File: config.mk
export PLATFORM = sky130hd
export DESIGN_NAME = llbs_queue
export DESIGN_NICKNAME = d
export VERILOG_FILES = /design/src/hdl/llbs_pkg.sv /design/src/hdl/llbs_queue.sv
export VERILOG_INCLUDE_DIRS = /design/src /design/src/hdl
export SDC_FILE = /design/constraint.sdc
export NUM_CORES = 1
export LEC_CHECK = 0
export BUFFER_PORTS_ARGS = -buffer_cell sky130_fd_sc_hd__buf_2
export CORE_MARGIN = 2
export CORE_UTILIZATION = 47
export CTS_CLUSTER_SIZE = 25
export DETAILED_ROUTE_END_ITERATION = 7
export HOLD_SLACK_MARGIN = 0.12
export PLACE_DENSITY = 0.77
export REMOVE_ABC_BUFFERS = 1
export SLEW_MARGIN = 25
export SYNTH_ARGS = -nofsm -noshare
export SYNTH_HDL_FRONTEND = slang
export SYNTH_SLANG_ARGS = --single-unit
File: constraint.sdc
create_clock -name clk_i -period 6.5 [get_ports clk_i]
set_input_delay 0 -clock clk_i [delete_from_list [all_inputs] [get_ports clk_i]]
set_output_delay 0 -clock clk_i [all_outputs]
set_load 0.05 [all_outputs]
File: src/hdl/layered_lightmap_bilinear_sample_macros.svh
// Assertion macros shared by the lightmap sampler RTL.
// The assertions use the clk_i and rst_ni of the module that expands them.
`ifndef LAYERED_LIGHTMAP_BILINEAR_SAMPLE_MACROS_SVH
`define LAYERED_LIGHTMAP_BILINEAR_SAMPLE_MACROS_SVH

`ifndef NO_ASSERTIONS

// Checked on every clock edge while reset is released.
`define LLBS_ASSERT(lbl, prop, msg) \
  lbl: assert property (@(posedge clk_i) disable iff (!rst_ni) prop) else $error(msg);

// Checked on every clock edge, reset included.
`define LLBS_ASSERT_ALWAYS(lbl, prop, msg) \
  lbl: assert property (@(posedge clk_i) prop) else $error(msg);

`else

`define LLBS_ASSERT(lbl, prop, msg)
`define LLBS_ASSERT_ALWAYS(lbl, prop, msg)

`endif

`endif

File: src/hdl/llbs_pkg.sv
// Package for the layered lightmap bilinear sampler: field widths, the queued
// layer item type and the bilinear step function. No dependencies.
`timescale 1ns / 1ps

package llbs_pkg;

  localparam int unsigned ChanW        = 8;
  localparam int unsigned NumChan      = 3;
  localparam int unsigned NumCorners   = 4;
  localparam int unsigned TexelW       = ChanW * NumChan;
  localparam int unsigned ScaleW       = 10;
  localparam int unsigned FracW        = 4;
  localparam int unsigned SumW         = 20;
  localparam int unsigned LevelW       = SumW;
  localparam int unsigned ProdW        = ChanW + ScaleW;
  localparam int unsigned DiffW        = SumW + 1;
  localparam int unsigned StepW        = DiffW + FracW;
  localparam int unsigned MaxLayersDef = 4;
  localparam int unsigned QueueDepth   = 2;

  // Corner order: top-left, top-right, bottom-left, bottom-right.
  localparam int unsigned CornerTL = 0;
  localparam int unsigned CornerTR = 1;
  localparam int unsigned CornerBL = 2;
  localparam int unsigned CornerBR = 3;

  typedef logic [SumW-1:0] sum_t;

  // One classified layer as it waits between the front and the back.
  typedef struct packed {
    logic [NumCorners-1:0][TexelW-1:0] corners;
    logic [ScaleW-1:0]                 scale;
    logic [FracW-1:0]                  s_frac;
    logic [FracW-1:0]                  t_frac;
    logic                              last;
    logic                              accum;
  } layer_t;

  // a + floor((b - a) * frac / 16); the result always lies between a and b.
  function automatic sum_t lerp(sum_t a, sum_t b, logic [FracW-1:0] frac);
    logic signed [DiffW-1:0] diff;
    logic signed [StepW-1:0] prod;
    logic signed [StepW-1:0] res;
    diff = signed'({1'b0, b}) - signed'({1'b0, a});
    prod = StepW'(diff) * StepW'(signed'({1'b0, frac}));
    res  = (prod >>> FracW) + StepW'(signed'({1'b0, a}));
    return res[SumW-1:0];
  endfunction

endpackage

File: src/hdl/llbs_queue.sv
// Short register queue that decouples the sampler front from its back end.
// Depends on llbs_pkg for the layer item type.
`timescale 1ns / 1ps
`include "layered_lightmap_bilinear_sample_macros.svh"

module llbs_queue #(
  parameter int unsigned Depth = llbs_pkg::QueueDepth
) (
  input  logic             clk_i,
  input  logic             rst_ni,
  input  logic             push_i,
  input  llbs_pkg::layer_t entry_i,
  input  logic             pop_i,
  output logic             full_o,
  output logic             valid_o,
  output llbs_pkg::layer_t entry_o
);

  localparam int unsigned PtrW = (Depth > 1) ? $clog2(Depth) : 1;
  localparam int unsigned CntW = $clog2(Depth + 1);

  llbs_pkg::layer_t slot_q [Depth];
  logic [PtrW-1:0]  wr_q, rd_q;
  logic [CntW-1:0]  count_q;
  logic             do_pop;

  assign full_o  = count_q == CntW'(Depth);
  assign valid_o = count_q != '0;
  assign entry_o = slot_q[rd_q];
  assign do_pop  = pop_i && valid_o;

  function automatic logic [PtrW-1:0] next_ptr(logic [PtrW-1:0] p);
    return (p == PtrW'(Depth - 1)) ? '0 : p + PtrW'(1);
  endfunction

  always_ff @(posedge clk_i) begin
    if (push_i) begin
      slot_q[wr_q] <= entry_i;
    end
  end

  always_ff @(posedge clk_i or negedge rst_ni) begin
    if (!rst_ni) begin
      wr_q    <= '0;
      rd_q    <= '0;
      count_q <= '0;
    end else begin
      if (push_i) begin
        wr_q <= next_ptr(wr_q);
      end
      if (do_pop) begin
        rd_q <= next_ptr(rd_q);
      end
      if (push_i && !do_pop) begin
        count_q <= count_q + CntW'(1);
      end else if (do_pop && !push_i) begin
        count_q <= count_q - CntW'(1);
      end
    end
  end

  `LLBS_ASSERT(a_no_overflow, push_i |-> !full_o, "push into a full queue")
  `LLBS_ASSERT(a_fill_tracks, push_i && !do_pop |=> count_q == $past(count_q) + CntW'(1),
               "fill count out of step")

endmodule

Word level (Yosys, flattened, before mapping)
Memory sizes are Yosys's and may differ from the RTL's.
Index checks and enable logic that the tools add are counted.
Storage, ports and cells
  memories kept: 1
  output and inout port bits: 118
  bits in latches: 0
  register bits: 4
  logic and storage cells: 22
  bits in read-only memories: 0
  memory bits (writable): 232
Memories
  slot_q: depth 2, width 116, read ports 1, clocked after memory_dff 0, wr ports 1, line llbs_queue.sv:22  | llbs_pkg::layer_t slot_q [Depth];
Operators by class
  bitwise logic cells: 0
  shift operators: 0
  reduce and logical (&&, ||, !) cells: 7
  multiplexer cells: 6
  div/mod/pow operators: 0
  add/sub/neg operators: 4
  multipliers: 0
  magnitude comparators: 0
  equality and inequality tests: 1
Operators by type and width (number)
  1-bit two-way mux: 4
  2-bit two-way mux: 2
  2-bit nonzero test: 2
  1-bit logical AND: 3
  1-bit adder, second input constant: 2
  2-bit by 1-bit adder with 2-bit output, second input constant: 1
  2-bit equality test, second input constant: 1
  1-bit logical NOT: 2
  2-bit by 1-bit subtractor with 2-bit output, second input constant: 1

Logic depth before layout (Yosys ltp)
  depth in word-level cells: 5
  gate-level depth with buffers: 6
  mapped depth without buffers: 6

Least setup slack after synthesis
Ideal clock, no wire load.
  kind: reg-to-reg
  start point: reg wr_q
  end point: mem slot_q[0][0] in the netlist's numbering, enable pin
  arrival: 5.531 ns
  setup slack: 0.363 ns
  data required time: 5.894 ns
  buffers on the path: 0
  cell stages (with the launch flop): 2
  clock period less this slack: 6.137 ns
  cells stage by stage: dfrtp_1 nor2b_1
RTL lines
  from (decl): line llbs_queue.sv:23  | logic [PtrW-1:0] wr_q, rd_q;
  from (signal assigned): line llbs_queue.sv:49  | wr_q <= next_ptr(wr_q);
  to (decl): line llbs_queue.sv:22
Straight into the memory's write port.

==> flow_summary.ini <==
[status]
outcome = finished clean

[die]
core_mm2 = 0.0180
io_pins = 238
die-height_um = 140
start_util = 0.481
fp.dieW_um = 140
dieArea_mm2 = 0.0196
rows = 49

[finish]
drive_gt1_frac = 0.514
nets = 873
final_area_mm2 = 0.0121
syn_to_final_growth_pct = 39.4

[setup_path]
critPathArrivalTime_ns = 2.89
cp-start-kind = flop
crit_type = reg2out
cp_data_required_time_ns = 6.50
critPathCaptureType = output port
cp_max_fo = 49

[sta]
tightest_slew_ns = 0.812
fmax_mhz = 346
rsz0062_at_grt = no
setup_tns_ns = 0
slew_headroom = 0.459
slew_violations = 0
hold_violations = 0
fin_skew_ns = 0.00897
timing.final.crit_share = 0.445
finalSetupViolations = 0
post-route-min-period_ns = 2.89

[global_routing]
grt_pass1_wl_um = 26900
grt_pass1_vias = 5328
grt_antenna_before_repair = 1
grt_usage = 0.172
grt_overflow = 0
grt_max_degree = 70

[power_and_ir_drop]
vdd_drop_max_v = 0.000435
p_leak_uw = 0.00469
power_density_mw_per_mm2 = 480

[cts]
root_buffer = clkbuf_16
htreeDepth = 1
clk_pin_slew_ns = 0.06
cts_sinks = 236
cts.path.max_buffers = 3
insertion_delay_ns = 0.51
post_cts_buffers = 0
cts_made_buffers = 24
cts_tree = built

[placed_design]
port_buffers = 237
dp_hpwl_um = 10200
place.gp.congestion = 0.754
place_area_mm2 = 0.0101

[synthesis]
yosysWarnings = 0
synth-seq-cells = 236
avgSynthCellArea_um2 = 23.0
synthDistinctLibCells = 14
netlist_area_mm2 = 0.00867
synth.area.top_cells = edfxtp_1 (80%), mux2_2 (11%), mux2_4 (5.2%)
yosysSeqAreaShare = 0.815
synth_top_cell_by_area = edfxtp_1
synth_top_area_frac = 0.803
synthCells = 377

[routing]
drtPass1Iterations = 4
routed_via_density = 4.88
ant_nets = 0
drc = 0
drt_iter0_drc = 214
drt-total-wl_um = 17200
num_vias = 4871
wl_per_cell_um = 17.3

[flow_run]
max-cap-violations = 0

[hold_path]
min_path_type = in2reg
-- repair_timing --
item / CTS / global route
endpoints found under the setup margin: 0 / 0
hold buffers: 120 / 0
gates resized for setup: 0 / 0
hold endpoints to repair: 252 / 0
-- final timing paths --
path | startpoint | depth (start not counted) | slack, ns | to
setup / recovery | rd_q | 4 | 3.61 | entry_o[53]
max in group asynchronous | rst_ni | 3 | 5.91 | rd_q
hold reg to reg | count_q[1] | 1 | 0.50 | count_q[1]
min in group asynchronous | rst_ni | 3 | 0.39 | count_q[1]
hold / removal | entry_i[22] | 2 | 0.22 | slot_q[0][22]
setup reg to reg | wr_q | 3 | 3.90 | slot_q[0][5]
-- flip-flops by register name, indices dropped and copies added (netlist names) --
register  cells
slot_q      232
rd_q          1
count_q       2
wr_q          1
-- cells in the mapped netlist (all sizes together) --
master  number
edfxtp     232
mux2       116
buf         13
dfrtp        4
xor2         3
nor2b        2
xnor2        2
and2         1
ha           1
nand2        1
nor2         1
or2          1
-- power breakdown --
group	switching, uW	internal [uW]
Clock	529	796
Sequential	137	2020
Combinational	1620	693
-- area by class of cell --
class,count,area [um^2]
well taps,229,287
flip-flops and latches,236,7070
repair buffers,362,2440
clock inverters,7,61.3
diodes,1,2.50
fillers,1149,5940
clock buffers,35,713
multi-input cells,128,1520
-- worst max-delay path, stage by stage (launching register included) --
cell and delay (ns):
dfrtp_4 0.88, buf_4 0.56, buf_12 0.30, mux2_2 0.37
buf_2 0.21
-- logic make-up (layout without fill, tap and decap cells) --
family                   after synthesis  count (layout)  share of synthesized area
other                                  0               1                          0
AND/OR/NAND/NOR                        6               6                    0.00375
multiplexers                         116             116                      0.164
buffers and inverters                 13             404                     0.0111
adder cells (fa/ha/maj)                1               1                    0.00144
flip-flops                           236             236                      0.815
XOR/XNOR                               5               5                    0.00505
-- stage by stage --
step	instances	power [uW]	utilization	hold slack [ns]	setup WS, ns
after global placement	834	4400	0.560	-0.191	4.02
after floorplan	364	4040	-	-0.296	0.363
after global routing	997	6020	0.671	0.206	3.44
after CTS	996	5840	0.669	0.190	3.46
final	998	5800	0.671	0.216	3.61
after detailed placement	834	4450	0.560	-0.190	3.92
-- layout by cell type, fill, tap and decap left out, drive strengths merged, types with 2 or more instances in the layout --
cell	n
xor2	3
nor2b	2
dlygate4sd3	120
buf	242
xnor2	2
edfxtp	232
clkbuf	35
mux2	116
dfrtp	4
clkinv	4
-- layer usage --
layer / vias to the layer above / global-route usage / routed length [um]
li1: 2250 / - / -
met1: 2403 / 0.196 / 6580
met2: 187 / 0.318 / 9020
met3: 31 / 0.0471 / 1300
met4: 0 / 0.0447 / 330
met5: - / 0 / 0
Note: power is estimated with default switching activity, not from simulation.
