## config.mk

```make
export PLATFORM = sky130hd
export DESIGN_NAME = llbs_front
export DESIGN_NICKNAME = d
export VERILOG_FILES = /design/src/hdl/llbs_pkg.sv /design/src/hdl/llbs_front.sv
export VERILOG_INCLUDE_DIRS = /design/src /design/src/hdl
export SDC_FILE = /design/constraint.sdc
export NUM_CORES = 1
export LEC_CHECK = 0
export BUFFER_PORTS_ARGS = -buffer_cell sky130_fd_sc_hd__buf_2
export CORE_AREA = 2 2 91 93
export CTS_CLUSTER_DIAMETER = 100
export DETAILED_ROUTE_END_ITERATION = 8
export DIE_AREA = 0 0 93 95
export HOLD_SLACK_MARGIN = 0.05
export RECOVER_POWER = 100
export SYNTH_ARGS = -nofsm -noshare
export SYNTH_HDL_FRONTEND = slang
export SYNTH_SLANG_ARGS = --single-unit
export TNS_END_PERCENT = 10
```

## constraint.sdc

```tcl
create_clock -name clk_i -period 2 [get_ports clk_i]
set_input_delay 0.2 -clock clk_i [delete_from_list [all_inputs] [get_ports clk_i]]
set_output_delay 0.2 -clock clk_i [all_outputs]
set_load 0.02 [all_outputs]
```

## src/hdl/layered_lightmap_bilinear_sample_macros.svh

```systemverilog
// Assertion macros shared by the lightmap sampler RTL.
// The assertions use the clk_i and rst_ni of the module that expands them.
`ifndef LAYERED_LIGHTMAP_BILINEAR_SAMPLE_MACROS_SVH
`define LAYERED_LIGHTMAP_BILINEAR_SAMPLE_MACROS_SVH

`ifndef NO_ASSERTIONS

// Checked on every clock edge while reset is released.
`define LLBS_ASSERT(lbl, prop, msg) \
  lbl: assert property (@(posedge clk_i) disable iff (!rst_ni) prop) else $error(msg);

// Checked on every clock edge, reset included.
`define LLBS_ASSERT_ALWAYS(lbl, prop, msg) \
  lbl: assert property (@(posedge clk_i) prop) else $error(msg);

`else

`define LLBS_ASSERT(lbl, prop, msg)
`define LLBS_ASSERT_ALWAYS(lbl, prop, msg)

`endif

`endif

```

## src/hdl/llbs_pkg.sv

```systemverilog
// Package for the layered lightmap bilinear sampler: field widths, the queued
// layer item type and the bilinear step function. No dependencies.
`timescale 1ns / 1ps

package llbs_pkg;

  localparam int unsigned ChanW        = 8;
  localparam int unsigned NumChan      = 3;
  localparam int unsigned NumCorners   = 4;
  localparam int unsigned TexelW       = ChanW * NumChan;
  localparam int unsigned ScaleW       = 10;
  localparam int unsigned FracW        = 4;
  localparam int unsigned SumW         = 20;
  localparam int unsigned LevelW       = SumW;
  localparam int unsigned ProdW        = ChanW + ScaleW;
  localparam int unsigned DiffW        = SumW + 1;
  localparam int unsigned StepW        = DiffW + FracW;
  localparam int unsigned MaxLayersDef = 4;
  localparam int unsigned QueueDepth   = 2;

  // Corner order: top-left, top-right, bottom-left, bottom-right.
  localparam int unsigned CornerTL = 0;
  localparam int unsigned CornerTR = 1;
  localparam int unsigned CornerBL = 2;
  localparam int unsigned CornerBR = 3;

  typedef logic [SumW-1:0] sum_t;

  // One classified layer as it waits between the front and the back.
  typedef struct packed {
    logic [NumCorners-1:0][TexelW-1:0] corners;
    logic [ScaleW-1:0]                 scale;
    logic [FracW-1:0]                  s_frac;
    logic [FracW-1:0]                  t_frac;
    logic                              last;
    logic                              accum;
  } layer_t;

  // a + floor((b - a) * frac / 16); the result always lies between a and b.
  function automatic sum_t lerp(sum_t a, sum_t b, logic [FracW-1:0] frac);
    logic signed [DiffW-1:0] diff;
    logic signed [StepW-1:0] prod;
    logic signed [StepW-1:0] res;
    diff = signed'({1'b0, b}) - signed'({1'b0, a});
    prod = StepW'(diff) * StepW'(signed'({1'b0, frac}));
    res  = (prod >>> FracW) + StepW'(signed'({1'b0, a}));
    return res[SumW-1:0];
  endfunction

endpackage

```

## src/hdl/llbs_front.sv

```systemverilog
// Front end of the lightmap sampler: counts the layers of the current sample
// and marks each item as accumulated or dropped. Depends on llbs_pkg.
`timescale 1ns / 1ps
`include "layered_lightmap_bilinear_sample_macros.svh"

module llbs_front #(
  parameter int unsigned MaxLayers = llbs_pkg::MaxLayersDef
) (
  input  logic                                             clk_i,
  input  logic                                             rst_ni,
  input  logic                                             valid_i,
  input  logic [llbs_pkg::NumCorners-1:0][llbs_pkg::TexelW-1:0] corners_i,
  input  logic [llbs_pkg::ScaleW-1:0]                      scale_i,
  input  logic [llbs_pkg::FracW-1:0]                       s_frac_i,
  input  logic [llbs_pkg::FracW-1:0]                       t_frac_i,
  input  logic                                             last_i,
  input  logic                                             full_i,
  output logic                                             ready_o,
  output logic                                             push_o,
  output llbs_pkg::layer_t                                 entry_o
);

  localparam int unsigned CntW = $clog2(MaxLayers + 1);

  logic [CntW-1:0] layers_q, layers_d;
  logic            accum;

  assign ready_o = !full_i;
  assign push_o  = valid_i && !full_i;
  assign accum   = layers_q < CntW'(MaxLayers);

  always_comb begin
    entry_o.corners = corners_i;
    entry_o.scale   = scale_i;
    entry_o.s_frac  = s_frac_i;
    entry_o.t_frac  = t_frac_i;
    entry_o.last    = last_i;
    entry_o.accum   = accum;
  end

  // The count restarts after the last layer of a sample.
  always_comb begin
    layers_d = layers_q;
    if (push_o) begin
      if (last_i) begin
        layers_d = '0;
      end else if (accum) begin
        layers_d = layers_q + CntW'(1);
      end
    end
  end

  always_ff @(posedge clk_i or negedge rst_ni) begin
    if (!rst_ni) begin
      layers_q <= '0;
    end else begin
      layers_q <= layers_d;
    end
  end

  `LLBS_ASSERT(a_layers_bounded, layers_q <= CntW'(MaxLayers), "layer count beyond limit")
  `LLBS_ASSERT(a_last_restarts, push_o && last_i |=> layers_q == '0, "count not cleared")

endmodule

```

; ---- Word level (Yosys, flattened, before mapping)
; Cells that the tools add are included.
[word_totals]
elab_cells = 9
out_inout_bits = 118
reg_bits = 3
[classes]
addsub = 1
n_lt_le_gt_ge = 1
reduce_logical = 4
n_mux = 2
[ops]
columns = op, count
row1 = $mux W3, 2
row2 = $add A3 B1 Y3 const B, 1
row3 = $lt A3 B3 Y1 const B, 1
row4 = $reduce_and A2 Y1, 1
row5 = $reduce_bool A2 Y1, 1
row6 = $logic_and A1 B1 Y1, 1
row7 = $logic_not A1 Y1, 1

; ---- Longest topological paths before layout
; Gate-level depths: netlist (run 1).
[logic_depth]
depth_word = 3
mapped_depth = 4
ltp_nobuf = 4

; ---- Worst setup path after synthesis (run 1)
; OpenSTA, ideal clock, no wires.
[synth_timing]
path_kind = register to register
startpoint = register layers_q[0]
endpoint = register layers_q[1]
path_stages_with_launch = 4
period_less_slack_ns = 0.927
slack_ns = 1.073
arrival_time_ns = 0.804
path_buffers = 0
path_cell_list = dfrtp_1 ha_1 nand3_2 o21ai_1
[synth_between]
elab_chain_cells = 3
elab_cells_between_ends = 6
classes_between = 1 x add/sub / 1 x order compare / 2 x mux / 2 x reduce/logical
[synth_rtl]
columns = element, line
row1 = "start, declared", llbs_front.sv:25  ; logic [CntW-1:0] layers_q, layers_d;
row2 = "start signal, assigned", llbs_front.sv:57  ; layers_q <= layers_d;
row3 = $add A3 B1 Y3 or $lt A3 B3 Y1 (tied branches), "llbs_front.sv:48, llbs_front.sv:30"
row4 = $mux W3 or $reduce_bool A2 Y1 (tied branches), n/a
row5 = $mux W3 or $reduce_and A2 Y1 (tied branches), n/a
; Several ways; a longest one is shown, not always the timed one. The select of a mux whose other input is x is not followed.
; A chain may end at the register's enable or synchronous reset.

==> results of run 1 <==
cell type report:
cell class                 instances  share of cell area
clock buffer                       4               0.113
sequential                         3               0.188
tap                              105               0.329
timing repair buffer               9               0.110
multi-input combinational         10               0.219
inverter                           3              0.0408
final timing paths:
kind	endpoint	depth (start not counted)	from
worst max register to register	layers_q[1]	3	layers_q[0]
worst min-delay path	layers_q[2]	2	last_i
max in group asynchronous	layers_q[2]	2	rst_ni
min in group asynchronous	layers_q[1]	2	rst_ni
worst max-delay path	entry_o[0]	2	layers_q[2]
worst min register to register	layers_q[1]	2	layers_q[1]
where the power goes:
part,switching (mW),internal [mW]
Sequential,0.0141,0.0758
Combinational,0.0377,0.0282
Clock,0.0395,0.136
routing by layer:
| metal | global-route usage | routed length (um) |
|---|---|---|
| met3 | 0.0630 | 662 |
| met1 | 0.0124 | 263 |
| met4 | 0.0625 | 216 |
| met5 | 0 | 0 |
| met2 | 0.0489 | 742 |
timing repair:
action	in CTS	in global routing
hold buffers	1	0
gates resized for setup	0	0
buffers inserted	0	0
hold endpoints to repair	3	0
placed cells by master, fill, tap and decap left out:
cell | Yosys | final
clkbuf_1 | 0 | 6
clkbuf_8 | 0 | 3
buf_2 | 0 | 3
dfrtp_1 | 3 | 3
inv_1 | 2 | 2
a21oi_1 | 1 | 2
nand2b_4 | 1 | 1
clkinv_4 | 1 | 1
nand3_2 | 1 | 1
nor2b_1 | 0 | 1
o21ai_1 | 2 | 1
o21ai_0 | 0 | 1
o21ai_2 | 1 | 1
o41ai_2 | 1 | 1
ha_1 | 1 | 1
dlygate4sd3_1 | 0 | 1
cell usage after synthesis:
cell,instances
nor2b_2,1
nand3_2,1
o21ai_1,2
clkinv_4,1
o41ai_2,1
inv_1,2
o21ai_2,1
nand2b_4,1
a21oi_2,1
ha_1,1
a21oi_1,1
buf_4,116
dfrtp_1,3
metrics by stage:
step | instances | instance area (um2) | power [mW] | setup WS [ns]
after floorplan | 132 | 1060 | 0.477 | 1.07
after global placement | 129 | 357 | 0.158 | 1.06
after detailed placement | 129 | 357 | 0.159 | 1.04
after CTS | 134 | 412 | 0.342 | 0.897
after global routing | 134 | 399 | 0.356 | 0.800
final | 134 | 399 | 0.331 | 0.826
logic make-up after synthesis:
kind of cell    after synthesis
compound gates                6
fa+ha+maj                     1
buf+inv                     119
flops                         3
simple gates                  3
worst register-to-register path: cells and delay by family (launching register included):
kind	cells	cell delay, ns
adders and majority gates	1	0.31
DFF	1	0.40
AOI/OAI and AO/OA	1	0.13
and+or+nand+nor	1	0.07
==> impl_metrics.json, run 1 <==
{
  "endpoint_kind": "output port",
  "critical_path.slowest_cell": "dfrtp_1",
  "synthTopCellsByArea": "buf_4 82%, dfrtp_1 7.1%, o41ai_2 1.5%, nand2b_4 1.3%, ha_1 1.2%",
  "antenna_violating_nets_post_route": 0,
  "fin_tns_setup_ns": 0,
  "maxSlewHeadroom": 0.831,
  "synth_top_family_by_area": "buffers and inverters",
  "start_util": 0.133,
  "grt_pass1_wl_um": 2370,
  "synth_largest_area_cell": "buf_4",
  "drt-initial-drc-count": 0,
  "netlist_area_um2": 1060,
  "critPathMaxFanout": 4,
  "power_density_nw_per_um2": 830,
  "critical-path-max-stage-delay_ns": 0.41,
  "grtUsageTotal": 0.0396,
  "floorplan.core_area_um2": 7930,
  "synth_cells": 132,
  "worst_clock_skew_ns": 0.000901,
  "multiInputGateArea_um2": 87.6,
  "io_pins": 237,
  "design.die.area_um2": 8840,
  "final-setup-viol-count": 0,
  "layout-area-overhead-vs-synth_pct": -62.2,
  "ys_ff_latch": 3,
  "tritoncts_num_sinks": 3,
  "port_buffers": 8,
  "whs_ns": 0.235,
  "path_class": "flop to output port",
  "netlist.area_leader.share": 0.825,
  "cts_buffer_count": 3,
  "synth_fa_ha_area_frac": 0.0118,
  "worst-r2r-setup-slack_ns": 1.01,
  "clock_buffer_depth": 2,
  "row_count": 33,
  "detail_route.drc_violations": 0,
  "synth_sequential_area_ratio": 0.0711,
  "synthSimpleGateAreaFrac": 0.0308,
  "syn-mean-instance-area_um2": 8.00,
  "via_count": 311,
  "tritoncts": "built",
  "worstPathBufferInverterCount": 2,
  "largest_reg_flops": 3,
  "synth_xor_xnor_area_share": 0,
  "design.final.nets": 150,
  "synth-compound-area-share": 0.0462,
  "number_of_global_route_vias_before_repair": 355,
  "report.final.slew_viol_count": 0,
  "power_leakage_nw": 0.131,
  "critPathLaunchType": "flop",
  "max_cap_violations": 0,
  "regArea_um2": 75.1,
  "antenna_found_initial": 0,
  "finalCriticalPeriod_ns": 1.17,
  "cts_max_level": 1,
  "synth-warning-count": 0,
  "crit_path_max_delay_family": "flip-flops",
  "finalHoldViolations": 0,
  "fillerInstances": 956,
  "drt-total-wl_um": 1890,
  "top_regs": "layers_q: 3 flops",
  "clkSlewWorstSetupHoldPaths_ns": 0.03,
  "largest-register": "layers_q",
  "crit_path_cell_trace": "inv_1 > clkbuf_1",
  "netlist-cell-type-count": 13,
  "status": "completed",
  "worst_ep_required_time_ns": 1.80,
  "later_pin_clock_latency_in_the_skew_report_ns": 0.21,
  "grt_setup_unrepaired": "no",
  "overflow": 0,
  "die_w_um": 93,
  "hpwl_after_dpl_um": 1560,
  "vias_per_cell": 2.32,
  "post_route_cells_drive_above_1_share": 0.379,
  "cts_root_buf": "clkbuf_8",
  "syn-num-nets": 252,
  "avgRoutedWirePerCell_um": 14.1,
  "antennaDiodeCount": 0,
  "post-route-period-util": 0.587,
  "timing.critical_path.arrival_ns": 0.97,
  "clock.fmax_mhz": 852,
  "drt_pre_antenna_iters": 1,
  "least_margin_pin_slew_ns": 0.255,
  "synth_mux_area_frac": 0,
  "grt_max_degree": 6,
  "power.ir.vdd_worst_mv": 0.131,
  "hold_path.class": "input pin to flop",
  "floorplan.die.height_um": 95,
  "fin_util": 0.0503,
  "routabilityCongestion": 0.619
}
(Power assumes the default switching activity.)
==> inputs of run 2 (changes only) <==
--- a/config.mk
+++ b/config.mk
@@ -7,10 +7,10 @@
 export NUM_CORES = 1
 export LEC_CHECK = 0
 export BUFFER_PORTS_ARGS = -buffer_cell sky130_fd_sc_hd__buf_2
-export CORE_AREA = 2 2 91 93
+export CORE_AREA = 2 2 93 95
 export CTS_CLUSTER_DIAMETER = 100
 export DETAILED_ROUTE_END_ITERATION = 8
-export DIE_AREA = 0 0 93 95
+export DIE_AREA = 0 0 95 97
 export HOLD_SLACK_MARGIN = 0.05
 export RECOVER_POWER = 100
 export SYNTH_ARGS = -nofsm -noshare
==> constraint.sdc (replaced) <==
create_clock -name clk_i -period 1.1 [get_ports clk_i]
set_input_delay 0.11 -clock clk_i [delete_from_list [all_inputs] [get_ports clk_i]]
set_output_delay 0.11 -clock clk_i [all_outputs]
set_load 0.02 [all_outputs]
==> impl_metrics.json, run 2 (synthesis results as in run 1) <==
{
  "status": "completed",
  "drt-total-wl_um": 1490,
  "largest-register": "layers_q",
  "multiInputGateArea_um2": 87.6,
  "grt_setup_unrepaired": "no",
  "row_count": 33,
  "power_density_nw_per_um2": 1500,
  "hpwl_after_dpl_um": 1190,
  "number_of_global_route_vias_before_repair": 302,
  "finalHoldViolations": 0,
  "worstPathBufferInverterCount": 2,
  "power.share.clock": 0.518,
  "hold_path.class": "input pin to flop",
  "drt_pre_antenna_iters": 2,
  "tritoncts": "built",
  "design.die.area_um2": 9220,
  "combinationalPowerShare": 0.223,
  "report.final.slew_viol_count": 0,
  "layout-area-overhead-vs-synth_pct": -61.4,
  "fillerInstances": 955,
  "io_pins": 237,
  "floorplan.die.height_um": 97,
  "routabilityCongestion": 0.629,
  "cts_buffer_count": 3,
  "post-place-cells": 130,
  "crit_path_cell_trace": "inv_1 > clkbuf_2",
  "worst_ep_required_time_ns": 0.99,
  "power.ir.vdd_worst_mv": 0.342,
  "grt_pass1_wl_um": 1830,
  "report.power.total_mw": 0.611,
  "grt_max_degree": 6,
  "fin_tns_setup_ns": 0,
  "path_class": "flop to output port",
  "maxSlewHeadroom": 0.836,
  "cts_max_level": 1,
  "p_seq_frac": 0.259,
  "least_margin_pin_slew_ns": 0.247,
  "post-route-period-util": 0.924,
  "final-setup-viol-count": 0,
  "via_count": 320,
  "finalCriticalPeriod_ns": 1.02,
  "tritoncts_num_sinks": 3,
  "timing.critical_path.arrival_ns": 0.91,
  "cts_root_buf": "clkbuf_8",
  "endpoint_kind": "output port",
  "crit_path_max_delay_family": "flip-flops",
  "later_pin_clock_latency_in_the_skew_report_ns": 0.21,
  "top_regs": "layers_q: 3 flops",
  "critPathLaunchType": "flop",
  "clock.fmax_mhz": 984,
  "power.net_switching_mw": 0.164,
  "design.final.nets": 151,
  "port_buffers": 8,
  "postPlaceCellArea_um2": 364,
  "critical_path.slowest_cell": "dfrtp_1",
  "antenna_found_initial": 0,
  "drt-initial-drc-count": 2,
  "largest_reg_flops": 3,
  "power.share.switching": 0.268,
  "power_leakage_nw": 0.139,
  "die_w_um": 95,
  "regArea_um2": 75.1,
  "commonest_non_fill_non_tap_cell_in_the_layout": "clkbuf_1",
  "worst_clock_skew_ns": 0.00116,
  "overflow": 0,
  "vias_per_cell": 2.37,
  "final_cell_area_um2": 408,
  "critical-path-max-stage-delay_ns": 0.41,
  "start_util": 0.130,
  "clock_buffer_depth": 2,
  "internal_power_mw": 0.447,
  "avgRoutedWirePerCell_um": 11.0,
  "antennaDiodeCount": 0,
  "max_cap_violations": 0,
  "detail_route.drc_violations": 0,
  "layout.cells.most_common_list": "5 x clkbuf_1, 3 x clkbuf_8, 3 x buf_2, 3 x dfrtp_1",
  "whs_ns": 0.164,
  "critPathMaxFanout": 4,
  "post_route_cells_drive_above_1_share": 0.433,
  "final_std_cells_w_o_fill": 135,
  "floorplan.core_area_um2": 8130,
  "antenna_violating_nets_post_route": 0,
  "grtUsageTotal": 0.0271,
  "clkSlewWorstSetupHoldPaths_ns": 0.03
}
## run 2: repair_timing
action                                 4_1_cts  5_1_grt
hold buffers                                 1        0
endpoints found under the hold margin        3        0
setup buffers                                0        0
resized for setup                            0        0
## run 2: power by group through the flow
stage | clock network [mW] | registers, mW | logic, mW
after floorplan | 0 | 0.159 | 0.709
after global placement | 0 | 0.158 | 0.140
after detailed placement | 0 | 0.159 | 0.145
after CTS | 0.329 | 0.159 | 0.146
after global routing | 0.344 | 0.162 | 0.153
final | 0.317 | 0.158 | 0.137
## run 2: area by class of cell
class | instances | area share
inverter | 3 | 0.0399
clock buffer | 4 | 0.110
sequential | 3 | 0.184
timing repair buffer | 10 | 0.129
multi-input combinational | 10 | 0.215
tap | 105 | 0.322
## run 2: per-layer routing
metal / global-route usage / part of all wire
met1: 0.00944 / 0.17
met2: 0.0267 / 0.32
met3: 0.0413 / 0.32
met4: 0.0546 / 0.19
met5: 0 / 0
## run 2: per-stage QoR
stage,utilization,setup slack [ns]
floorplan,-,0.173
global placement,0.0448,0.189
detailed placement,0.0448,0.162
CTS,0.0515,0.0758
global route,0.0501,0.0441
finish,0.0501,0.0839
## run 2: path summary, 6_finish.rpt
check                            startpoint  depth (start not counted)           to  slack, ns
worst max register to register  layers_q[0]                          3  layers_q[1]       0.18
worst max-delay path            layers_q[2]                          2   entry_o[0]       0.08
worst min-delay path                 last_i                          2  layers_q[1]       0.16
worst min register to register  layers_q[1]                          2  layers_q[1]       0.53
min in group asynchronous            rst_ni                          2  layers_q[1]       0.25
max in group asynchronous            rst_ni                          2  layers_q[2]       0.68
